<file path="src/sv/lts_pkg.sv">
`timescale 1ns / 1ps
package lts_pkg;

  // largest tile the line stores hold
  parameter int MAX_COLS = 1024;
  parameter int MAX_ROWS = 1024;

  // raster counters run over the halo ring too, up to MAX + 1
  parameter int LINE_DEPTH = MAX_COLS + 2;
  parameter int COL_CNT_W  = $clog2(MAX_COLS + 2);
  parameter int ROW_CNT_W  = $clog2(MAX_ROWS + 2);

  // fixed field widths
  parameter int CFG_DATA_W = 11;
  parameter int CFG_IDX_W  = 2;
  parameter int IDX_OUT_W  = 10;

  // register indexes
  localparam logic [CFG_IDX_W-1:0] REG_TILE_ROWS = 2'd0;
  localparam logic [CFG_IDX_W-1:0] REG_TILE_COLS = 2'd1;

  // line store word: bit 1 row r-2, bit 0 row r-1
  parameter int LINE_W = 2;

  // birth and survival counts of the rule
  localparam logic [3:0] BIRTH_CNT   = 4'd3;
  localparam logic [3:0] SURVIVE_CNT = 4'd2;

  typedef logic [8:0] window_t;

endpackage

</file>
<file path="src/sv/lts_cell_if.sv">
`timescale 1ns / 1ps
interface lts_cell_if;
  logic valid;
  logic ready;
  logic cell_alive;

  modport source (output valid, output cell_alive, input ready);
  modport sink (input valid, input cell_alive, output ready);
endinterface

</file>
<file path="src/sv/lts_result_if.sv">
`timescale 1ns / 1ps
interface lts_result_if;
  logic                          valid;
  logic                          ready;
  logic                          next_alive;
  logic [lts_pkg::IDX_OUT_W-1:0] cell_row;
  logic [lts_pkg::IDX_OUT_W-1:0] cell_col;
  logic                          last_cell;
  logic                          tile_all_dead;

  modport source (output valid, output next_alive, output cell_row, output cell_col,
                  output last_cell, output tile_all_dead, input ready);
  modport sink (input valid, input next_alive, input cell_row, input cell_col,
                input last_cell, input tile_all_dead, output ready);
endinterface

</file>
<file path="src/sv/lts_cfg_if.sv">
`timescale 1ns / 1ps
interface lts_cfg_if;
  logic                           valid;
  logic                           ready;
  logic [lts_pkg::CFG_IDX_W-1:0]  index;
  logic [lts_pkg::CFG_DATA_W-1:0] data;

  modport source (output valid, output index, output data, input ready);
  modport sink (input valid, input index, input data, output ready);
endinterface

</file>
<file path="src/sv/lts_ram.sv">
`timescale 1ns / 1ps
module lts_ram #(
  parameter int WIDTH = 2,
  parameter int DEPTH = 1026
) (
  input  logic                     clk,
  input  logic                     wr_en,
  input  logic [$clog2(DEPTH)-1:0] wr_addr,
  input  logic [WIDTH-1:0]         wr_data,
  input  logic                     rd_en,
  input  logic [$clog2(DEPTH)-1:0] rd_addr,
  output logic [WIDTH-1:0]         rd_data
);

  logic [WIDTH-1:0] mem [DEPTH];

  always_ff @(posedge clk) begin
    if (wr_en) begin
      mem[wr_addr] <= wr_data;
    end
    if (rd_en) begin
      rd_data <= mem[rd_addr];
    end
  end

endmodule

</file>
<file path="src/sv/lts_cell_rule.sv">
`timescale 1ns / 1ps
module lts_cell_rule (
  input  lts_pkg::window_t window,
  output logic             next_alive
);
  import lts_pkg::*;

  logic [3:0] nbr_cnt;

  // count the eight neighbours, the centre is bit 4
  always_comb begin
    nbr_cnt = 4'd0;
    for (int k = 0; k < 9; k++) begin
      if (k != 4) begin
        nbr_cnt = nbr_cnt + {3'd0, window[k]};
      end
    end
  end

  assign next_alive = (nbr_cnt == BIRTH_CNT) ||
                      (window[4] && (nbr_cnt == SURVIVE_CNT));

endmodule

</file>
<file path="src/sv/life_tile_generation_step.sv">
`timescale 1ns / 1ps
// a cell passes through the stage 1 register and then the output register before it leaves as a result
// throughput: one raster cell per cycle while the result channel is not stalled, set by the single line store port pair
// the output register lets a new cell enter while a result waits to be taken
// reset: tile_rows and tile_cols go to 1024, raster restarts at row 0 column 0
// line store contents are not cleared, rows 0 and 1 of every tile overwrite them
module life_tile_generation_step (
  input logic             clk,
  input logic             rst_n,
  lts_cfg_if.sink         cfg_ch,
  lts_cell_if.sink        in_ch,
  lts_result_if.source    out_ch
);
  import lts_pkg::*;

  localparam int ADDR_W = $clog2(LINE_DEPTH);

  // configuration
  logic [CFG_DATA_W-1:0] tile_rows_r, tile_rows_nxt;
  logic [CFG_DATA_W-1:0] tile_cols_r, tile_cols_nxt;
  logic                  cfg_fire;
  logic [ROW_CNT_W-1:0]  rows_eff;
  logic [COL_CNT_W-1:0]  cols_eff;
  logic [ROW_CNT_W-1:0]  row_last;
  logic [COL_CNT_W-1:0]  col_last;

  // raster position of the next cell to arrive
  logic [ROW_CNT_W-1:0]  row_r, row_nxt;
  logic [COL_CNT_W-1:0]  col_r, col_nxt;
  logic                  in_fire;
  logic                  in_prod;
  logic                  in_last;

  // stage 1: accepted cell waiting for its line store word
  logic                  s1_valid_r, s1_valid_nxt;
  logic                  s1_bit_r;
  logic [ROW_CNT_W-1:0]  s1_row_r;
  logic [COL_CNT_W-1:0]  s1_col_r;
  logic                  s1_prod_r;
  logic                  s1_last_r;
  logic                  s1_adv;

  // window and dead-tile tracking
  window_t               win_r, win_nxt;
  logic                  any_seen_r, any_seen_nxt;
  logic                  rule_alive;

  // line store
  logic [LINE_W-1:0]     ram_rd_data;
  logic                  ram_wr_en;
  logic [LINE_W-1:0]     ram_wr_data;

  // output register
  logic                  out_valid_r, out_valid_nxt;
  logic                  out_alive_r;
  logic [IDX_OUT_W-1:0]  out_row_r;
  logic [IDX_OUT_W-1:0]  out_col_r;
  logic                  out_last_r;
  logic                  out_dead_r;

  // clamp sizes: zero acts as one, oversize saturates
  always_comb begin
    if (tile_rows_r == '0) begin
      rows_eff = ROW_CNT_W'(1);
    end else if (32'(tile_rows_r) > MAX_ROWS) begin
      rows_eff = ROW_CNT_W'(MAX_ROWS);
    end else begin
      rows_eff = ROW_CNT_W'(tile_rows_r);
    end
    if (tile_cols_r == '0) begin
      cols_eff = COL_CNT_W'(1);
    end else if (32'(tile_cols_r) > MAX_COLS) begin
      cols_eff = COL_CNT_W'(MAX_COLS);
    end else begin
      cols_eff = COL_CNT_W'(tile_cols_r);
    end
  end

  // last raster row and column include the far halo
  assign row_last = rows_eff + ROW_CNT_W'(1);
  assign col_last = cols_eff + COL_CNT_W'(1);

  // handshakes, nothing is taken while reset is held
  assign cfg_ch.ready = rst_n;
  assign cfg_fire     = cfg_ch.valid;
  assign s1_adv       = s1_valid_r && (!out_valid_r || out_ch.ready);
  assign in_ch.ready  = rst_n && (!s1_valid_r || s1_adv);
  assign in_fire      = in_ch.valid && in_ch.ready;

  // interior cell centred once the window reaches row 2, column 2 of the raster
  assign in_prod = (row_r >= ROW_CNT_W'(2)) && (col_r >= COL_CNT_W'(2));
  assign in_last = (row_r == row_last) && (col_r == col_last);

  // configuration write
  always_comb begin
    tile_rows_nxt = tile_rows_r;
    tile_cols_nxt = tile_cols_r;
    if (cfg_fire) begin
      unique case (cfg_ch.index)
        REG_TILE_ROWS: tile_rows_nxt = cfg_ch.data;
        REG_TILE_COLS: tile_cols_nxt = cfg_ch.data;
        default: begin
        end
      endcase
    end
  end

  // raster counters restart on a size write, advance per accepted cell, wrap after the last halo cell
  always_comb begin
    row_nxt = row_r;
    col_nxt = col_r;
    if (cfg_fire && (cfg_ch.index == REG_TILE_ROWS || cfg_ch.index == REG_TILE_COLS)) begin
      row_nxt = '0;
      col_nxt = '0;
    end else if (in_fire) begin
      if (col_r >= col_last) begin
        col_nxt = '0;
        row_nxt = (row_r >= row_last) ? '0 : row_r + ROW_CNT_W'(1);
      end else begin
        col_nxt = col_r + COL_CNT_W'(1);
      end
    end
  end

  // read the column's stored rows as the cell is accepted
  lts_ram #(
    .WIDTH (LINE_W),
    .DEPTH (LINE_DEPTH)
  ) u_line_ram (
    .clk     (clk),
    .wr_en   (ram_wr_en),
    .wr_addr (ADDR_W'(s1_col_r)),
    .wr_data (ram_wr_data),
    .rd_en   (in_fire),
    .rd_addr (ADDR_W'(col_r)),
    .rd_data (ram_rd_data)
  );

  // shift rows down in the column: middle moves to upper, new cell to middle
  assign ram_wr_en   = s1_adv;
  assign ram_wr_data = {ram_rd_data[0], s1_bit_r};

  // window slides by one column, newest column in the top three bits
  assign win_nxt = {s1_bit_r, ram_rd_data[0], ram_rd_data[1], win_r[8:3]};

  lts_cell_rule u_rule (
    .window     (win_nxt),
    .next_alive (rule_alive)
  );

  always_comb begin
    s1_valid_nxt = s1_valid_r;
    if (in_fire) begin
      s1_valid_nxt = 1'b1;
    end else if (s1_adv) begin
      s1_valid_nxt = 1'b0;
    end
  end

  // live tracking clears with the final cell or a size write so the next tile starts clean
  always_comb begin
    any_seen_nxt = any_seen_r;
    if (cfg_fire && (cfg_ch.index == REG_TILE_ROWS || cfg_ch.index == REG_TILE_COLS)) begin
      any_seen_nxt = 1'b0;
    end else if (s1_adv && s1_prod_r) begin
      any_seen_nxt = s1_last_r ? 1'b0 : (any_seen_r | rule_alive);
    end
  end

  always_comb begin
    out_valid_nxt = out_valid_r;
    if (s1_adv) begin
      out_valid_nxt = s1_prod_r;
    end else if (out_ch.ready) begin
      out_valid_nxt = 1'b0;
    end
  end

  // control state
  always_ff @(posedge clk) begin
    if (!rst_n) begin
      tile_rows_r <= CFG_DATA_W'(MAX_ROWS);
      tile_cols_r <= CFG_DATA_W'(MAX_COLS);
      row_r       <= '0;
      col_r       <= '0;
      s1_valid_r  <= 1'b0;
      any_seen_r  <= 1'b0;
      out_valid_r <= 1'b0;
    end else begin
      tile_rows_r <= tile_rows_nxt;
      tile_cols_r <= tile_cols_nxt;
      row_r       <= row_nxt;
      col_r       <= col_nxt;
      s1_valid_r  <= s1_valid_nxt;
      any_seen_r  <= any_seen_nxt;
      out_valid_r <= out_valid_nxt;
    end
  end

  // payload registers
  always_ff @(posedge clk) begin
    if (in_fire) begin
      s1_bit_r  <= in_ch.cell_alive;
      s1_row_r  <= row_r;
      s1_col_r  <= col_r;
      s1_prod_r <= in_prod;
      s1_last_r <= in_last;
    end
    if (s1_adv) begin
      win_r <= win_nxt;
    end
    if (s1_adv && s1_prod_r) begin
      out_alive_r <= rule_alive;
      out_row_r   <= IDX_OUT_W'(s1_row_r - ROW_CNT_W'(2));
      out_col_r   <= IDX_OUT_W'(s1_col_r - COL_CNT_W'(2));
      out_last_r  <= s1_last_r;
      out_dead_r  <= s1_last_r && !(any_seen_r | rule_alive);
    end
  end

  assign out_ch.valid         = out_valid_r;
  assign out_ch.next_alive    = out_alive_r;
  assign out_ch.cell_row      = out_row_r;
  assign out_ch.cell_col      = out_col_r;
  assign out_ch.last_cell     = out_last_r;
  assign out_ch.tile_all_dead = out_dead_r;

  // the final result sits at the far corner of the tile
  a_last_corner: assert property (@(posedge clk) disable iff (!rst_n)
    out_ch.valid && out_ch.last_cell |->
      out_ch.cell_col == IDX_OUT_W'(cols_eff - COL_CNT_W'(1)) &&
      out_ch.cell_row == IDX_OUT_W'(rows_eff - ROW_CNT_W'(1)))
    else $error("last result not at tile corner");

  // dead-tile flag only rides on the final result
  a_dead_with_last: assert property (@(posedge clk) disable iff (!rst_n)
    out_ch.valid && out_ch.tile_all_dead |-> out_ch.last_cell)
    else $error("tile_all_dead without last_cell");

  // raster position never leaves the halo-padded tile
  a_pos_range: assert property (@(posedge clk) disable iff (!rst_n)
    col_r <= col_last && row_r <= row_last)
    else $error("raster position out of range");

  // line store read and write never hit the same column in one cycle
  a_no_rw_clash: assert property (@(posedge clk) disable iff (!rst_n)
    ram_wr_en && in_fire |-> s1_col_r != col_r)
    else $error("line store read and write collide");

endmodule
</file>
<file path="src/flat_wrapper.sv">
// flat-port wrapper written by rule: the top's interface ports become plain ports
module life_tile_generation_step_flat import lts_pkg::*;
  (clk, rst_n, cfg_ch_valid, cfg_ch_index, cfg_ch_data, cfg_ch_ready, in_ch_valid, in_ch_cell_alive, in_ch_ready, out_ch_valid, out_ch_next_alive, out_ch_cell_row, out_ch_cell_col, out_ch_last_cell, out_ch_tile_all_dead, out_ch_ready);
  lts_cfg_if cfg_ch_i ();
  lts_cell_if in_ch_i ();
  lts_result_if out_ch_i ();
  input logic clk;
  input logic rst_n;
  input wire logic [$bits(cfg_ch_i.valid)-1:0] cfg_ch_valid;
  input wire logic [$bits(cfg_ch_i.index)-1:0] cfg_ch_index;
  input wire logic [$bits(cfg_ch_i.data)-1:0] cfg_ch_data;
  output wire logic [$bits(cfg_ch_i.ready)-1:0] cfg_ch_ready;
  input wire logic [$bits(in_ch_i.valid)-1:0] in_ch_valid;
  input wire logic [$bits(in_ch_i.cell_alive)-1:0] in_ch_cell_alive;
  output wire logic [$bits(in_ch_i.ready)-1:0] in_ch_ready;
  output wire logic [$bits(out_ch_i.valid)-1:0] out_ch_valid;
  output wire logic [$bits(out_ch_i.next_alive)-1:0] out_ch_next_alive;
  output wire logic [$bits(out_ch_i.cell_row)-1:0] out_ch_cell_row;
  output wire logic [$bits(out_ch_i.cell_col)-1:0] out_ch_cell_col;
  output wire logic [$bits(out_ch_i.last_cell)-1:0] out_ch_last_cell;
  output wire logic [$bits(out_ch_i.tile_all_dead)-1:0] out_ch_tile_all_dead;
  input wire logic [$bits(out_ch_i.ready)-1:0] out_ch_ready;
  assign cfg_ch_i.valid = cfg_ch_valid;
  assign cfg_ch_i.index = cfg_ch_index;
  assign cfg_ch_i.data = cfg_ch_data;
  assign cfg_ch_ready = cfg_ch_i.ready;
  assign in_ch_i.valid = in_ch_valid;
  assign in_ch_i.cell_alive = in_ch_cell_alive;
  assign in_ch_ready = in_ch_i.ready;
  assign out_ch_valid = out_ch_i.valid;
  assign out_ch_next_alive = out_ch_i.next_alive;
  assign out_ch_cell_row = out_ch_i.cell_row;
  assign out_ch_cell_col = out_ch_i.cell_col;
  assign out_ch_last_cell = out_ch_i.last_cell;
  assign out_ch_tile_all_dead = out_ch_i.tile_all_dead;
  assign out_ch_i.ready = out_ch_ready;
  life_tile_generation_step u_core (.clk(clk), .rst_n(rst_n), .cfg_ch(cfg_ch_i), .in_ch(in_ch_i), .out_ch(out_ch_i));
endmodule
</file>
<file path="config.mk">
export PLATFORM = sky130hd
export DESIGN_NAME = life_tile_generation_step_flat
export DESIGN_NICKNAME = d
export VERILOG_FILES = /design/src/sv/lts_pkg.sv /design/src/sv/lts_cell_if.sv /design/src/sv/lts_result_if.sv /design/src/sv/lts_cfg_if.sv /design/src/sv/lts_ram.sv /design/src/sv/lts_cell_rule.sv /design/src/sv/life_tile_generation_step.sv /design/src/flat_wrapper.sv
export SDC_FILE = /design/constraint.sdc
export NUM_CORES = 2
export LEC_CHECK = 0
export BUFFER_PORTS_ARGS = -buffer_cell sky130_fd_sc_hd__buf_2
export CAP_MARGIN = 20
export CORE_AREA = 8 8 506 508
export CTS_CLUSTER_SIZE = 30
export DETAILED_ROUTE_END_ITERATION = 7
export DIE_AREA = 0 0 514 516
export SLEW_MARGIN = 20
export SYNTH_ARGS = -nofsm -noshare
export SYNTH_HDL_FRONTEND = slang
export SYNTH_HIERARCHICAL = 1
export SYNTH_SLANG_ARGS = --single-unit
</file>
<file path="constraint.sdc">
create_clock -name clk -period 16.5 [get_ports clk]
set_input_delay 1.65 -clock clk [delete_from_list [all_inputs] [get_ports clk]]
set_output_delay 1.65 -clock clk [all_outputs]
set_load 0.02 [all_outputs]
</file>
==> summary.txt <==
Logic synthesis
  – Synth warn: 6
  – Complex-gate fraction of the synthesized area: 2.729%
  – Top FF cell, synth: edfxtp_1
  – Post-Syn Nets: 5325
  – Post-synth EDFFs: 2107
  – Post-synthesis mux area share: 14.26%
  – Synthesized netlist cell count: 5269
  – Syn Area/Cell: 16.87 um^2
  – Dominant combinational cell family by area after synthesis: multiplexers
  – Post-synth top area cell: edfxtp_1
  – Post-Synth XOR/XNOR Area: 0.3743%
  – #FFs+latches synth: 2154
  – Synth area leaders: edfxtp_1 (71%), mux4_2 (12%), nor2_1 (4.7%), mux2i_1 (2.2%), clkbuf_1 (1.1%)
  – Synth async-reset ratio: 0%
  – Post-synth top area share: 71.16%
  – Mapped Area: approximately 89000 um^2
  – Synth Area in Adders: 0.5545%
  – Post-synthesis simple-gate area fraction: 7.463%
  – Cell variety after synth: 75
  – Seq/Total Area, Yosys: a little over 70%

Clocking
  – CTS resizes: 0
  – Worst-Skew Late Latency: 860 ps
  – Inserted Clock Buffers: around 220
  – H-tree levels: 4
  – Post-CTS Setup Inserts: 0
  – TritonCTS clock tree: yes
  – Deepest clock path buffer count: 3
  – Hold Buf Count CTS: 0
  – Clock root buffer: clkbuf_16
  – Total clock sinks: 2154
  – Clk slew on worst S/H paths: about 70 ps

Critical path
  – Worst setup SP type: register
  – Worst Setup SP: u_core/col_r[0]
  – Setup Crit Path Kind: register to register
  – Reg2Reg Setup Slack: 10560 ps
  – Critical path's slowest cell: dfxtp_4
  – Crit-path cells: buf_4, buf_12, buf_4, mux4_2, mux4_2, o22ai_1, nor3_1, a21o_1, nor4_1, a211oi_1
  – Critical Path AT: about 6500 ps
  – CP max stage delay: 790 ps
  – CP Data Required Time: 17080 ps
  – Endpoint class of the critical path: register
  – Worst-path fanout max: 95
  – R2R Path Start: u_core/col_r[0]

Min path
  – Worst Hold Class: register to register
  – Hold Startpoint: u_core/win_r[7]

Cells and area
  – Most frequent cells in the layout: edfxtp_1 (2107), nor2_1 (1096), mux4_2 (474), clkbuf_16 (222), mux2i_1 (192)
  – Storage cell area: 64230 um^2
  – FILL cells: 22190
  – Share of cells above drive strength 1: 19.75%
  – Area Overhead vs Synth: 12.90%
  – Area of the multi-input gates: around 23000 um^2
  – Most common cell after layout, fill and taps aside: edfxtp_1
  – Post-layout net count: roughly 5300

Drt
  – Iteration-0 DRC Markers: 6777
  – Wire length per cell: roughly 29 um
  – Vias: approximately 50000
  – DR DRC count: 0
  – Antenna Nets Post-Route: 0
  – Pre-antenna DRT Iters: 5
  – Vias/cell: 5.716
  – DRT Wirelength: approximately 250 mm

Place
  – IO Port Bufs: 44
  – DP HPWL: 137.3 mm
  – Final GP Congestion: between 0.8 and 0.9

GRT
  – GRT Total Usage: 18.51%
  – Number of global-route vias before repair: 49510
  – Largest net degree at the start of global routing: 283
  – Global route overflow: 0
  – First-pass GRT wire length: 359.4 mm
  – Initial antenna violation count: 19

Timing
  – Unrepaired setup endpoints after global routing: false
  – Fin Clk Skew: 35.18 ps
  – Final hold vios: 0
  – Max-slew violation count: 0
  – Achievable clock frequency: about 0.17 GHz
  – Period minus WS final: between 5000 and 6000 ps
  – Setup TNS: 0 ps
  – Final setup vio count: 0
  – Final cycle utilization of the critical path: 35.98%
  – Slew headroom: between 10% and 20%
  – Worst Tran Pin Value: 1238 ps

Power and ir drop
  – Peak VDD IR: approximately 120 uV
  – Pleak: 29.36 nW
  – Total power: roughly 11 mW
  – Pwr/cell area: 114.4 nW/um^2

Floorplan
  – Core region area: 247700 um^2
  – Initial core utilization: 35.89%
  – Die Width: 514 um
  – Placement Rows: 183
  – IO Count: 45
  – Die area: 265200 um^2
  – Die H: 516 um

Run
  – Max-Cap Viols: 0

Outcome
  – Status: completed
## path summary, 6_finish.rpt
path	to	cells past startpoint
worst max-delay path	u_core/u_line_ram/rd_data[1]	10
worst min-delay path	u_core/win_r[4]	0
worst max register to register	u_core/u_line_ram/rd_data[1]	10
worst min register to register	u_core/win_r[4]	0
## per-layer routing
metal | track usage, % | vias to the layer above | share of wire, %
met4 | 5.896 | 0 | 3.2
met3 | 3.808 | 446 | 9.9
met5 | 0 | - | 0
li1 | - | 20550 | -
met2 | 29.56 | 2621 | 47
met1 | 25.59 | 26500 | 40
## power by group
part	leakage [nW]	switching, mW	total, mW	internal, mW
registers	19.3	0.0152	6.00	5.99
logic	6.48	0.243	0.402	0.159
clock network	3.55	2.13	5.08	2.95
## state kept, by name, summed over array words and instances, names as in the netlist, 2 cells and up
name                       count
u_core/win_r                   6
u_core/u_line_ram/rd_data      2
u_core/s1_col_r               11
u_core/out_ch.cell_row        10
u_core/out_ch.cell_col        10
u_core/col_r                  11
u_core/s1_row_r               10
u_core/row_r                  11
u_core/tile_cols_r            11
u_core/u_line_ram/mem       2052
u_core/tile_rows_r            11
## per-stage QoR
step	hold slack [ps]	std cells	setup WS, ps	util (%)	cell area [um^2]
after global placement	443.3	8354	10550	37.48	92850
after detailed placement	447.0	8356	10480	37.51	92920
final	454.1	8767	10560	40.51	100400
after CTS	461.1	8758	10470	40.47	100300
after global routing	473.8	8763	10190	40.51	100400
after floorplan	400.3	5269	796.5	-	88910
## critical path, delay by kind of cell, from the launching register on
family          cells  cell delay, ps
mux                 2            1060
flops               1             790
buf+inv             3            2010
simple gates        2             690
compound gates      3             840
## synth_stat cells, types with 7 or more instances
master     instances
mux2i_1          192
o221ai_1          57
a22oi_1           30
buf_1             47
edfxtp_1        2107
a2111oi_0         13
a22o_1            11
a21oi_1           40
nand4_1           14
buf_6             40
a221oi_1          10
buf_2             37
nand3_1           86
clkbuf_1         253
inv_1             28
nor2_1          1103
mux2_2             7
nor3_1            49
nor4_1            24
o211ai_1           8
dfxtp_1           47
nand2b_1          16
mux4_2           474
nor2b_1           43
xnor2_1           18
xor2_1            20
a31oi_1           17
nor3b_1           10
and3_1            22
ha_1              33
o21ai_0           58
nand2_1          173
o22ai_1           37
or3_1              7
and2_1            13
buf_4             28
a211oi_1          19
## final cells by class
type / count / share of cell area (%)
Sequential cell: 2154 / 63.99
Antenna cell: 5 / 0.01247
Inverter: 31 / 0.1222
Clock buffer: 256 / 5.662
Clock inverter: 146 / 1.647
Tap cell: 3330 / 4.151
Timing Repair Buffer: 169 / 1.416
Multi-Input combinational cell: 2676 / 23.00
## kinds of logic after synthesis
| logic type | count (synthesis) |
|---|---|
| adder cells (fa/ha/maj) | 37 |
| AO/OA/AOI/OAI | 342 |
| XOR/XNOR | 38 |
| flip-flops | 2154 |
| AND/OR/NAND/NOR | 1586 |
| multiplexers | 673 |
| buffers and inverters | 439 |
(Power assumes the default switching activity.)
